`src/rtl/adp_pkg.sv`:
```
// Shared types, codes and helpers for the archive directory parser.
package adp_pkg;

  localparam int HDR_BYTES   = 12;
  localparam int ENTRY_BYTES = 16;
  localparam int NAME_BYTES  = 8;
  localparam int CNT_W       = 28;
  localparam int IDX_W       = $clog2(ENTRY_BYTES);

  localparam logic [7:0] CH_I       = 8'h49;
  localparam logic [7:0] CH_P       = 8'h50;
  localparam logic [7:0] CH_W       = 8'h57;
  localparam logic [7:0] CH_A       = 8'h41;
  localparam logic [7:0] CH_D       = 8'h44;
  localparam logic [7:0] CH_LOWER_A = 8'h61;
  localparam logic [7:0] CH_LOWER_Z = 8'h7a;
  localparam logic [7:0] CASE_GAP   = 8'h20;

  typedef enum logic [1:0] {
    KIND_SUMMARY = 2'd0,
    KIND_ENTRY   = 2'd1,
    KIND_ERROR   = 2'd2
  } kind_t;

  typedef enum logic [2:0] {
    ST_OK         = 3'd0,
    ST_TOO_SHORT  = 3'd1,
    ST_BAD_MAGIC  = 3'd2,
    ST_NEGATIVE   = 3'd3,
    ST_BEYOND_END = 3'd4,
    ST_EARLY_END  = 3'd5
  } status_t;

  typedef enum logic [1:0] {
    PH_HEADER = 2'd0,
    PH_DIR    = 2'd1,
    PH_DONE   = 2'd2
  } phase_t;

  typedef enum logic [1:0] {
    ACT_NONE    = 2'd0,
    ACT_ERROR   = 2'd1,
    ACT_SUMMARY = 2'd2,
    ACT_ENTRY   = 2'd3
  } act_t;

  typedef struct packed {
    logic [7:0] data_byte;
    logic       end_of_file;
  } item_t;

  typedef struct packed {
    kind_t              kind;
    status_t            status;
    logic               is_internal;
    logic [CNT_W-1:0]   entry_total;
    logic [CNT_W-1:0]   entry_number;
    logic [31:0]        lump_position;
    logic [31:0]        lump_length;
    logic [63:0]        lump_name;
    logic [3:0]         name_length;
    logic               final_res;
  } result_t;

  typedef struct packed {
    logic [63:0] name;
    logic [3:0]  len;
  } name_t;

  // Upper-case the name and cut it at the first NUL.
  function automatic name_t fix_name(input logic [63:0] raw);
    name_t      r;
    logic       stop;
    logic [7:0] c;
    r    = '0;
    stop = 1'b0;
    for (int k = 0; k < NAME_BYTES; k++) begin
      c = raw[8*k +: 8];
      if (c == 8'h00) stop = 1'b1;
      if (!stop) begin
        if (c >= CH_LOWER_A && c <= CH_LOWER_Z) c = c - CASE_GAP;
        r.name[8*k +: 8] = c;
        r.len = r.len + 4'd1;
      end
    end
    return r;
  endfunction

endpackage

```
`src/rtl/adp_if.sv`:
```
// Channel interfaces: the byte stream in and the result records out.
interface adp_byte_if;
  logic       valid;
  logic       ready;
  logic [7:0] data_byte;
  logic       end_of_file;
  modport source(output valid, data_byte, end_of_file, input ready);
  modport sink(input valid, data_byte, end_of_file, output ready);
endinterface

interface adp_rec_if;
  logic        valid;
  logic        ready;
  logic [1:0]  result_kind;
  logic [2:0]  status;
  logic        is_internal;
  logic [27:0] entry_total;
  logic [27:0] entry_number;
  logic [31:0] lump_position;
  logic [31:0] lump_length;
  logic [63:0] lump_name;
  logic [3:0]  name_length;
  logic        final_res;
  modport source(output valid, result_kind, status, is_internal, entry_total, entry_number,
                 lump_position, lump_length, lump_name, name_length, final_res,
                 input ready);
  modport sink(input valid, result_kind, status, is_internal, entry_total, entry_number,
               lump_position, lump_length, lump_name, name_length, final_res,
               output ready);
endinterface

```
`src/rtl/archive_directory_parser_unit.sv`:
```
// Top level of the archive directory parser.
//
//  channel      dir   transaction carries
//  -----------  ----  -------------------------------------------------------
//  byte_stream  in    data_byte, end_of_file (one archive byte, file order)
//  record       out   summary / directory entry / error record
//  cfg_wr_*     in    file_length register write (no read-back)
//
// One byte per clock while the record channel is not stalled: a transaction
// sits in the input register, is decoded there against the parser state, and
// any record lands in the result register when the byte is taken from it.
// rst (synchronous) returns the parser to the header phase and clears
// file_length. A stalled record holds the result register; the input
// register still takes a byte whenever the record leaves in the same cycle.
// After the final record or an error, further bytes are taken and dropped.
module archive_directory_parser_unit (
  input  logic        clk,
  input  logic        rst,
  input  logic        cfg_wr_en,
  input  logic [31:0] cfg_wr_data,
  adp_byte_if.sink    byte_stream,
  adp_rec_if.source   record
);
  import adp_pkg::*;

  logic    held;
  logic    take;
  logic    slot_free;
  logic    emit;
  item_t   item;
  result_t res;

  // a held byte moves on when the result register can take its record
  assign take = held && slot_free;

  adp_in_stage u_in (
    .clk         (clk),
    .rst         (rst),
    .byte_stream (byte_stream),
    .take        (take),
    .held        (held),
    .item        (item)
  );

  // header checks, directory entry decode and all parser counters
  adp_parse_core u_core (
    .clk         (clk),
    .rst         (rst),
    .cfg_wr_en   (cfg_wr_en),
    .cfg_wr_data (cfg_wr_data),
    .take        (take),
    .item        (item),
    .emit        (emit),
    .res         (res)
  );

  adp_out_stage u_out (
    .clk       (clk),
    .rst       (rst),
    .load      (take && emit),
    .d         (res),
    .slot_free (slot_free),
    .record    (record)
  );

endmodule

```
`src/rtl/adp_in_stage.sv`:
```
// Input register for the byte stream.
module adp_in_stage (
  input  logic          clk,
  input  logic          rst,
  adp_byte_if.sink      byte_stream,
  input  logic          take,
  output logic          held,
  output adp_pkg::item_t item
);
  import adp_pkg::*;

  logic accept;

  assign byte_stream.ready = !held || take;
  assign accept = byte_stream.valid && byte_stream.ready;

  always_ff @(posedge clk) begin
    if (rst) begin
      held <= 1'b0;
    end else if (accept) begin
      held <= 1'b1;
    end else if (take) begin
      held <= 1'b0;
    end
  end

  always_ff @(posedge clk) begin
    if (accept) begin
      item.data_byte   <= byte_stream.data_byte;
      item.end_of_file <= byte_stream.end_of_file;
    end
  end

endmodule

```
`src/rtl/adp_parse_core.sv`:
```
// Parser state and per-byte header / directory decode.
module adp_parse_core (
  input  logic             clk,
  input  logic             rst,
  input  logic             cfg_wr_en,
  input  logic [31:0]      cfg_wr_data,
  input  logic             take,
  input  adp_pkg::item_t   item,
  output logic             emit,
  output adp_pkg::result_t res
);
  import adp_pkg::*;

  logic [31:0]      file_length;
  logic [31:0]      byte_position;
  logic [31:0]      directory_start;
  logic [7:0]       header_store [HDR_BYTES];
  logic [7:0]       entry_store  [ENTRY_BYTES];
  logic [CNT_W-1:0] entries_expected;
  logic [CNT_W-1:0] entries_done;
  phase_t           phase, phase_next;

  // header view with the current byte in the last slot, padded to 16
  logic [7:0]       hb [ENTRY_BYTES];
  logic [7:0]       eb [ENTRY_BYTES];
  logic [31:0]      lumps, ofs, span;
  logic [CNT_W-1:0] maxe, cnt;
  logic             magic_ok, hdr_internal, ofs_small;
  logic [7:0]       ov_byte [ENTRY_BYTES];
  logic             ov_en   [ENTRY_BYTES];

  logic [IDX_W-1:0] idx;
  logic             in_dir, last;
  logic [31:0]      fpos, fsize, avail;
  logic             ent_ok;
  name_t            nm;

  act_t             act;
  status_t          err;

  always_comb begin
    for (int k = 0; k < ENTRY_BYTES; k++) begin
      if (k == HDR_BYTES - 1) hb[k] = item.data_byte;
      else if (k < HDR_BYTES) hb[k] = header_store[k];
      else hb[k] = 8'h00;
      eb[k] = (k == ENTRY_BYTES - 1) ? item.data_byte : entry_store[k];
    end
  end

  assign lumps = {hb[7], hb[6], hb[5], hb[4]};
  assign ofs   = {hb[11], hb[10], hb[9], hb[8]};
  assign magic_ok = (hb[1] == CH_W) && (hb[2] == CH_A) && (hb[3] == CH_D) &&
                    ((hb[0] == CH_I) || (hb[0] == CH_P));
  assign hdr_internal = (hb[0] == CH_I);
  assign span = file_length - ofs;
  assign maxe = span[31:IDX_W];
  assign cnt  = (lumps < {4'b0, maxe}) ? lumps[CNT_W-1:0] : maxe;
  assign ofs_small = ofs < 32'(HDR_BYTES);

  // directory bytes that sit inside the header
  always_comb begin
    logic [4:0] src;
    for (int j = 0; j < ENTRY_BYTES; j++) begin
      src = 5'(j) + {1'b0, ofs[3:0]};
      ov_en[j]   = ofs_small && (src < 5'(HDR_BYTES));
      ov_byte[j] = hb[src[3:0]];
    end
  end

  assign idx    = byte_position[IDX_W-1:0] - directory_start[IDX_W-1:0];
  assign in_dir = byte_position >= directory_start;
  assign last   = ({1'b0, entries_done} + 29'd1) >= {1'b0, entries_expected};
  assign fpos   = {eb[3], eb[2], eb[1], eb[0]};
  assign fsize  = {eb[7], eb[6], eb[5], eb[4]};
  assign ent_ok = !fpos[31] && !fsize[31] && (fpos <= file_length);
  assign avail  = file_length - fpos;
  assign nm     = fix_name({eb[15], eb[14], eb[13], eb[12], eb[11], eb[10], eb[9], eb[8]});

  // what this byte does
  always_comb begin
    act = ACT_NONE;
    err = ST_OK;
    unique case (phase)
      PH_HEADER: begin
        if (file_length < 32'(HDR_BYTES)) begin
          act = ACT_ERROR; err = ST_TOO_SHORT;
        end else if (byte_position < 32'(HDR_BYTES - 1)) begin
          if (item.end_of_file) begin
            act = ACT_ERROR; err = ST_EARLY_END;
          end
        end else if (!magic_ok) begin
          act = ACT_ERROR; err = ST_BAD_MAGIC;
        end else if (lumps[31] || ofs[31]) begin
          act = ACT_ERROR; err = ST_NEGATIVE;
        end else if (ofs > file_length) begin
          act = ACT_ERROR; err = ST_BEYOND_END;
        end else if ((cnt != '0) && item.end_of_file) begin
          act = ACT_ERROR; err = ST_EARLY_END;
        end else begin
          act = ACT_SUMMARY;
        end
      end
      PH_DIR: begin
        if (in_dir && (idx == IDX_W'(ENTRY_BYTES - 1))) begin
          if (item.end_of_file && !last) begin
            act = ACT_ERROR; err = ST_EARLY_END;
          end else begin
            act = ACT_ENTRY;
          end
        end else if (item.end_of_file) begin
          act = ACT_ERROR; err = ST_EARLY_END;
        end
      end
      default: act = ACT_NONE;
    endcase
  end

  // next phase
  always_comb begin
    phase_next = phase;
    unique case (phase)
      PH_HEADER: begin
        if (act == ACT_ERROR) phase_next = PH_DONE;
        else if (act == ACT_SUMMARY) phase_next = (cnt == '0) ? PH_DONE : PH_DIR;
      end
      PH_DIR: begin
        if (act == ACT_ERROR || (act == ACT_ENTRY && last)) phase_next = PH_DONE;
      end
      default: phase_next = phase;
    endcase
  end

  // result fields
  always_comb begin
    emit = (act != ACT_NONE);
    res  = '0;
    unique case (act)
      ACT_ERROR: begin
        res.kind      = KIND_ERROR;
        res.status    = err;
        res.final_res = 1'b1;
      end
      ACT_SUMMARY: begin
        res.kind        = KIND_SUMMARY;
        res.is_internal = hdr_internal;
        res.entry_total = cnt;
        res.final_res   = (cnt == '0);
      end
      ACT_ENTRY: begin
        res.kind          = KIND_ENTRY;
        res.is_internal   = (header_store[0] == CH_I);
        res.entry_total   = entries_expected;
        res.entry_number  = entries_done;
        res.lump_position = ent_ok ? fpos : 32'd0;
        res.lump_length   = ent_ok ? ((fsize < avail) ? fsize : avail) : 32'd0;
        res.lump_name     = nm.name;
        res.name_length   = nm.len;
        res.final_res     = last;
      end
      default: res = '0;
    endcase
  end

  always_ff @(posedge clk) begin
    if (rst) begin
      file_length      <= '0;
      byte_position    <= '0;
      directory_start  <= '0;
      entries_expected <= '0;
      entries_done     <= '0;
      phase            <= PH_HEADER;
    end else begin
      if (cfg_wr_en) file_length <= cfg_wr_data;
      if (take && phase != PH_DONE) begin
        byte_position <= byte_position + 32'd1;
        phase         <= phase_next;
        if (act == ACT_SUMMARY) begin
          entries_expected <= cnt;
          entries_done     <= '0;
          directory_start  <= ofs;
        end
        if (act == ACT_ENTRY) entries_done <= entries_done + CNT_W'(1);
      end
    end
  end

  // byte stores: no reset, every read byte is written first
  always_ff @(posedge clk) begin
    if (take) begin
      if (phase == PH_HEADER && byte_position < 32'(HDR_BYTES)) begin
        header_store[byte_position[3:0]] <= item.data_byte;
      end
      if (act == ACT_SUMMARY) begin
        for (int j = 0; j < ENTRY_BYTES; j++) begin
          if (ov_en[j]) entry_store[j] <= ov_byte[j];
        end
      end
      if (phase == PH_DIR && in_dir) entry_store[idx] <= item.data_byte;
    end
  end

endmodule

```
`src/rtl/adp_out_stage.sv`:
```
// Result register driving the record channel.
module adp_out_stage (
  input  logic             clk,
  input  logic             rst,
  input  logic             load,
  input  adp_pkg::result_t d,
  output logic             slot_free,
  adp_rec_if.source        record
);
  import adp_pkg::*;

  logic    res_valid;
  result_t res;

  assign slot_free = !res_valid || record.ready;

  always_ff @(posedge clk) begin
    if (rst) begin
      res_valid <= 1'b0;
    end else if (load) begin
      res_valid <= 1'b1;
    end else if (record.ready) begin
      res_valid <= 1'b0;
    end
  end

  always_ff @(posedge clk) begin
    if (load) res <= d;
  end

  assign record.valid         = res_valid;
  assign record.result_kind   = res.kind;
  assign record.status        = res.status;
  assign record.is_internal   = res.is_internal;
  assign record.entry_total   = res.entry_total;
  assign record.entry_number  = res.entry_number;
  assign record.lump_position = res.lump_position;
  assign record.lump_length   = res.lump_length;
  assign record.lump_name     = res.lump_name;
  assign record.name_length   = res.name_length;
  assign record.final_res     = res.final_res;

endmodule
```
`src/flat_wrapper.sv`:
```
// flat-port wrapper written by rule: the top's interface ports become plain ports
module archive_directory_parser_unit_flat import adp_pkg::*;
  (clk, rst, cfg_wr_en, cfg_wr_data, byte_stream_valid, byte_stream_data_byte, byte_stream_end_of_file, byte_stream_ready, record_valid, record_result_kind, record_status, record_is_internal, record_entry_total, record_entry_number, record_lump_position, record_lump_length, record_lump_name, record_name_length, record_final_res, record_ready);
  adp_byte_if byte_stream_i ();
  adp_rec_if record_i ();
  input  logic clk;
  input  logic rst;
  input  logic cfg_wr_en;
  input  logic [31:0] cfg_wr_data;
  input wire logic [$bits(byte_stream_i.valid)-1:0] byte_stream_valid;
  input wire logic [$bits(byte_stream_i.data_byte)-1:0] byte_stream_data_byte;
  input wire logic [$bits(byte_stream_i.end_of_file)-1:0] byte_stream_end_of_file;
  output wire logic [$bits(byte_stream_i.ready)-1:0] byte_stream_ready;
  output wire logic [$bits(record_i.valid)-1:0] record_valid;
  output wire logic [$bits(record_i.result_kind)-1:0] record_result_kind;
  output wire logic [$bits(record_i.status)-1:0] record_status;
  output wire logic [$bits(record_i.is_internal)-1:0] record_is_internal;
  output wire logic [$bits(record_i.entry_total)-1:0] record_entry_total;
  output wire logic [$bits(record_i.entry_number)-1:0] record_entry_number;
  output wire logic [$bits(record_i.lump_position)-1:0] record_lump_position;
  output wire logic [$bits(record_i.lump_length)-1:0] record_lump_length;
  output wire logic [$bits(record_i.lump_name)-1:0] record_lump_name;
  output wire logic [$bits(record_i.name_length)-1:0] record_name_length;
  output wire logic [$bits(record_i.final_res)-1:0] record_final_res;
  input wire logic [$bits(record_i.ready)-1:0] record_ready;
  assign byte_stream_i.valid = byte_stream_valid;
  assign byte_stream_i.data_byte = byte_stream_data_byte;
  assign byte_stream_i.end_of_file = byte_stream_end_of_file;
  assign byte_stream_ready = byte_stream_i.ready;
  assign record_valid = record_i.valid;
  assign record_result_kind = record_i.result_kind;
  assign record_status = record_i.status;
  assign record_is_internal = record_i.is_internal;
  assign record_entry_total = record_i.entry_total;
  assign record_entry_number = record_i.entry_number;
  assign record_lump_position = record_i.lump_position;
  assign record_lump_length = record_i.lump_length;
  assign record_lump_name = record_i.lump_name;
  assign record_name_length = record_i.name_length;
  assign record_final_res = record_i.final_res;
  assign record_i.ready = record_ready;
  archive_directory_parser_unit u_core (.clk(clk), .rst(rst), .cfg_wr_en(cfg_wr_en), .cfg_wr_data(cfg_wr_data), .byte_stream(byte_stream_i), .record(record_i));
endmodule
```
`config.mk`:
```
export PLATFORM = sky130hd
export DESIGN_NAME = archive_directory_parser_unit_flat
export DESIGN_NICKNAME = d
export VERILOG_FILES = /design/src/rtl/adp_pkg.sv /design/src/rtl/adp_if.sv /design/src/rtl/archive_directory_parser_unit.sv /design/src/rtl/adp_in_stage.sv /design/src/rtl/adp_parse_core.sv /design/src/rtl/adp_out_stage.sv /design/src/flat_wrapper.sv
export SDC_FILE = /design/constraint.sdc
export NUM_CORES = 2
export LEC_CHECK = 0
export BUFFER_PORTS_ARGS = -buffer_cell sky130_fd_sc_hd__buf_4
export CORE_MARGIN = 2
export CORE_UTILIZATION = 29
export CTS_CLUSTER_DIAMETER = 80
export CTS_CLUSTER_SIZE = 24
export DETAILED_ROUTE_END_ITERATION = 10
export PLACE_DENSITY = 0.42
export SLEW_MARGIN = 20
export SYNTH_ARGS = -nofsm -noshare
export SYNTH_HDL_FRONTEND = slang
export SYNTH_SLANG_ARGS = --single-unit
```
`constraint.sdc`:
```
create_clock -name clk -period 19.6 [get_ports clk]
set_clock_uncertainty 0.05 [all_clocks]
set_input_delay 3.92 -clock clk [delete_from_list [all_inputs] [get_ports clk]]
set_output_delay 3.92 -clock clk [all_outputs]
set_load 0.02 [all_outputs]
```
* Word-level counts from Yosys, hierarchy flattened
Memories as Yosys holds them, arrays and structs flattened. Index checks and enable logic that the tools add are counted.
Storage, ports and cells: word-level logic and storage cells 428, input bits 46, RAM bits 224, output and inout port bits 197, register bits 360, memory bits (read-only) 0, memories kept 2, bits in latches 0
Memories:
- u_core.u_core.entry_store | depth 16, width 8, read ports 15, clocked after memory_dff 0, wr ports 12, RTL line adp_parse_core.sv:18 | logic [7:0] entry_store [ENTRY_BYTES];
- u_core.u_core.header_store | depth 12, width 8, read ports 11, clocked after memory_dff 0, wr ports 1, RTL line adp_parse_core.sv:17 | logic [7:0] header_store [HDR_BYTES];
Cells by class: multiplexer cells 193, add/sub/neg operators 36, divide/modulo/power cells 0, shifts and indexed selects 0, equal/unequal tests 13, $lt $le $gt $ge 58, multiply operators 0, reduce and logical (&&, ||, !) cells 82, bitwise gates (word level) 17
Operators by type and width (number):
- $bmux 8 s4 | 16
- $mux 8 | 45
- $lt 32x4->1 const B | 4
- $mux 1 | 89
- $mux 28 | 3
- $ge 5x5->1 const B | 16
- $not 4->5 | 16
- $lt 5x4->1 const B | 15
- $ge 8x7->1 const B | 8
- $le 8x7->1 const B | 8
- $logic_not 8->1 | 8
- $sub 32x32->32 | 2
- $sub 8x6->8 const B | 8
- $pmux 29 s2 | 1
- $mux 4 | 12
- $add 4x4->5 const A | 8
- $eq 8x7->1 const B | 5
- $reduce_or 8->1 | 5
- $logic_and 1x1->1 | 39
- $add 32x1->32 const B | 1
- $ge 32x32->1 | 1
- $gt 32x32->1 | 1
- $le 32x32->1 | 1
- $lt 32x28->1 | 1
- 31 further kinds | 86

* Logic depth before layout (Yosys ltp)
An unclocked memory read counts as a cell.
depth after elaboration 23, mapped depth 38, mapped depth without buffers 31

* Modules after synthesis
Synthesis repeated with hierarchy kept, for this count alone.
Unflattened totals: cells, all modules 3681, area, all modules 34979.8 um2
Modules (own cells, without submodules):
- adp_parse_core | times used 1, sequential area each 9328.9 um2, cells each 3466, area an instance 28740.1 um2
- adp_out_stage | times used 1, sequential area each 5875.6 um2, cells each 199, area an instance 5901.9 um2
- adp_in_stage | times used 1, sequential area each 290.3 um2, cells each 14, area an instance 325.3 um2
- archive_directory_parser_unit | times used 1, sequential area each 0.0 um2, cells each 2, area an instance 12.5 um2

* Worst setup path after synthesis
Ideal clock, no wire load.
kind flip-flop to flip-flop, start memory u_core.u_core.header_store[8][1], end register u_core.u_out.res (netlist bit u_core.u_out.record.entry_number[0]), enable pin, path buffers 3, setup slack 4.299 ns, stages on the path, launching flop included 26, library setup time 0.754 ns, arrival time 14.497 ns, clock period less this slack 15.301 ns, required time 18.796 ns, path through edfxtp_1 -> clkbuf_1 -> clkbuf_1 -> inv_1 -> ha_1 -> a2111oi_4 -> o31ai_1 -> o21ai_1 -> a21oi_1 -> o2111a_1 -> a211oi_1 -> xor2_1 -> ha_1 -> a2111oi_0 -> o221ai_1 -> nand2_1 -> o211ai_1 -> a21oi_1 -> o21a_2 -> mux2_2 -> a211o_1 -> or4_1 -> buf_2 -> o221a_2 -> ha_1 -> nor2_1
RTL lines:
- from (decl) | RTL line adp_parse_core.sv:17
- to (signal assigned) | RTL line adp_out_stage.sv:28 | if (load) res <= d;
- to (decl) | RTL line adp_out_stage.sv:13 | result_t res;

==> run_results.csv <==
group,metric,value,unit
sta,report.final.hold_viol_count,0,
power,total_power,2.691,mW
clocking,cts_made_buffers,47,
job,max-cap-violations,0,
logic_synthesis,post_synth_edffs,412,
routing,dr.pass1.iters,6,
finish,area_growth_syn_to_layout,15.28,%
logic_synthesis,synth_nets,3877,
power,max-vdd-ir-drop,0.06354,mV
die,pin_count,243,
logic_synthesis,post_synth.cell_area_avg,9.583,µm²
power,seq_power_share,0.493,
logic_synthesis,ys_seq_area_frac,0.4477,
clocking,clk-insertion-delay-late,0.65,ns
critical_path,worstSetupStartpointType,"flip-flop",
critical_path,setup.worst_path.class,"flip-flop to flip-flop",
logic_synthesis,asyncSetResetFlopFracSynth,0,
critical_path,end_kind,"flip-flop",
routing,drc,0,
die,dieArea,122100,µm²
global_routing,gr-usage-all-layers,0.2151,
die,floorplan.rows,126,
power,switching_share,0.2821,
clocking,cts-htree-levels,2,
finish,sequential_cell_area,15490,µm²
critical_path,slowest_delay,0.67,ns
critical_path,worstPathRequired,19.82,ns
placement,dpl.hpwl,103600,µm
die,die-width,349.5,µm
power,cellPowerDensity,67.45,nW/µm²
finish,final_layout_size_suffix_gt1_frac,0.1369,
sta,relSlewSlack,0.2522,
die,chipHeight,349.5,µm
power,power.share.clock,0.405,
sta,finalCritPeriodShare,0.4986,
routing,ant_nets,0,
routing,vias_per_cell,5.291,
die,core,118200,µm²
sta,timing.fmax,102.3,MHz
critical_path,highest_fanout_seen_on_the_critical_path,59,
sta,period_needed,9.773,ns
logic_synthesis,syn-cell-area,34610,µm²
routing,wl,134600,µm
global_routing,grt.overflow.total,0,
critical_path,slowest_stage,"o31ai_2",
sta,final.setup.tns,0,ns
clocking,cts_tree,"yes",
logic_synthesis,yosys_warnings,0,
routing,drt_iter0_drc,2446,
global_routing,grt_max_degree,127,
placement,placement.io_buffers,242,
routing,detail_route.wl_per_cell,25.22,µm
clocking,tritoncts_num_sinks,568,
clocking,clock_path_buffers,3,
power,power_report.internal_total,1.932,mW
finish,fill_cells,12160,
global_routing,grt_first_pass_wirelength,191400,µm
clocking,post_cts.resized_instances,0,
global_routing,antenna_found_initial,1,
sta,final.hold.worst_slack,0.4105,ns
clocking,cts_root_buffer,"clkbuf_16",
logic_synthesis,synth_ff_type,"edfxtp_1",
clocking,cts_hold_repair.buffers,0,
clocking,worst_setup_hold_path_clk_slew,0.09,ns
routing,dr_total_vias,28230,
logic_synthesis,netlist_instances,3612,
logic_synthesis,synth_cell_types,79,
logic_synthesis,ys_ff_latch,568,
power,comb_power_share,0.103,
critical_path,timing.critical_path.arrival,9.99,ns
sta,unrepaired_setup_endpoints_after_global_routing,"false",
worst_hold_path,hold_path_class,"flip-flop to flip-flop",
global_routing,first_global_vias,26570,
clocking,postCtsSetupRepairBufs,0,
finish,fin_util,0.3375,
die,initial_utilization,0.2927,
power,power_leakage,15.53,nW
finish,finish.net_count,4025,
placement,placedInstanceArea,38140,µm²
outcome,run_status,"complete, no violations",
sta,drv_slew,0,
power,p_sw,0.7591,mW
finish,multi_input_gate_area,17760,µm²
sta,setup_viol_count_final,0,
placement,gp_congestion,0.9841,
sta,worst_slew_pin_slew,1.116,ns
finish,final_instance_area,39900,µm²
[cells in the mapped netlist (30+ instances only)]
cell type	instances	area [µm²]
o21ai_0	239	1196
a21oi_1	237	1186
dfxtp_1	156	3123
a21o_1	64	480.5
a211oi_1	50	375.4
nand2_1	562	2110
nor4_1	43	269.0
o21a_1	30	225.2
nor3_1	60	300.3
nor2_1	355	1333
edfxtp_1	412	12370
ha_1	217	2715
inv_1	201	754.5
nand4_1	40	250.2
mux4_2	89	2004
xnor2_1	57	499.2
and3_1	49	306.5
nand3_1	44	220.2
and2_1	80	500.5
xor2_1	65	569.3
clkbuf_1	166	623.1
mux2i_1	85	850.8
[worst paths after layout]
kind	start	to	slack [ns]	depth (start not counted)
worst max-delay path	u_core.u_core.file_length[5]	u_core.u_core.entry_store[13][6]	9.83	32
worst min-delay path	u_core.u_core.entries_expected[19]	u_core.u_core.entries_expected[19]	0.41	2
worst max register to register	u_core.u_core.file_length[5]	u_core.u_core.entry_store[13][6]	9.83	32
worst min register to register	u_core.u_core.entries_expected[19]	u_core.u_core.entries_expected[19]	0.41	2
[layer usage]
layer	global-route usage	up-vias	wire length, µm
met5	0	-	0
li1	-	13290	-
met4	0.06536	0	4330
met1	0.2911	13840	59220
met3	0.03503	161	8317
met2	0.3516	940	62710
[layout make-up]
type                    instances  area share
multi-input cells            2644      0.4451
repair buffers                294     0.05563
diodes                          2   0.0001254
clock inverters                34     0.01173
clock buffers                  53     0.03161
flip-flops and latches        568      0.3883
inverters                     205     0.01928
well taps                    1536     0.04816
[cell usage in the layout, fill, tap and decap left out, types with 40 or more instances in the layout]
master,netlist,final
nor4_1,43,41
nand3_1,44,44
inv_1,201,201
dfxtp_1,156,156
xnor2_1,57,51
mux4_2,89,89
mux2i_1,85,85
a21o_1,64,64
buf_4,1,293
ha_1,217,215
edfxtp_1,412,412
and3_1,49,49
clkbuf_16,0,49
and2_1,80,80
nand4_1,40,40
nand2_1,562,560
a211oi_1,50,50
a21oi_1,237,236
o21ai_0,239,236
xor2_1,65,64
nor3_1,60,56
nor2_1,355,354
[metrics by stage]
step,cells,setup WS (ns)
after global placement,5247,9.789
after detailed placement,5247,9.619
after global routing,5334,9.207
after floorplan,3612,4.299
final,5336,9.827
after CTS,5334,9.547
[power groups by stage]
stage | Combinational (mW) | Sequential, mW | Clock, mW
after CTS | 0.277 | 1.33 | 1.13
after detailed placement | 0.275 | 1.35 | 0
after floorplan | 0.141 | 1.37 | 0
final | 0.276 | 1.33 | 1.09
after global placement | 0.278 | 1.35 | 0
after global routing | 0.298 | 1.33 | 1.16
[logic make-up (layout without fill, tap and decap cells)]
group | count (synthesis) | in the layout | share of synthesized area
xor gates and xnor gates | 122 | 122 | 0.03087
adders and majority gates | 219 | 219 | 0.07960
muxes | 188 | 188 | 0.08704
DFF | 568 | 568 | 0.4477
AOI/OAI and AO/OA | 772 | 772 | 0.1356
buffers and inverters | 400 | 586 | 0.04363
and+or+nand+nor | 1342 | 1342 | 0.1755
other | 1 | 3 | 0.0001083
[critical path: cells and delay by family (launching register included)]
kind            cells  cell delay [ns]
compound gates     16             4.37
xor+xnor            1             0.40
fa+ha+maj           3             0.89
buf+inv             6             1.43
flops               1             0.56
simple gates        6             1.62
[flip-flops by register name, indices dropped and copies added (netlist names), 32 cells and up]
| name | count |
|---|---|
| u_core.u_out.record.lump_name | 64 |
| u_core.u_out.record.lump_length | 32 |
| u_core.u_core.directory_start | 32 |
| u_core.u_out.record.lump_position | 32 |
| u_core.u_core.file_length | 32 |
| u_core.u_core.entry_store | 120 |
| u_core.u_core.header_store | 88 |
| u_core.u_core.byte_position | 32 |
Note: power is estimated with default switching activity, not from simulation.
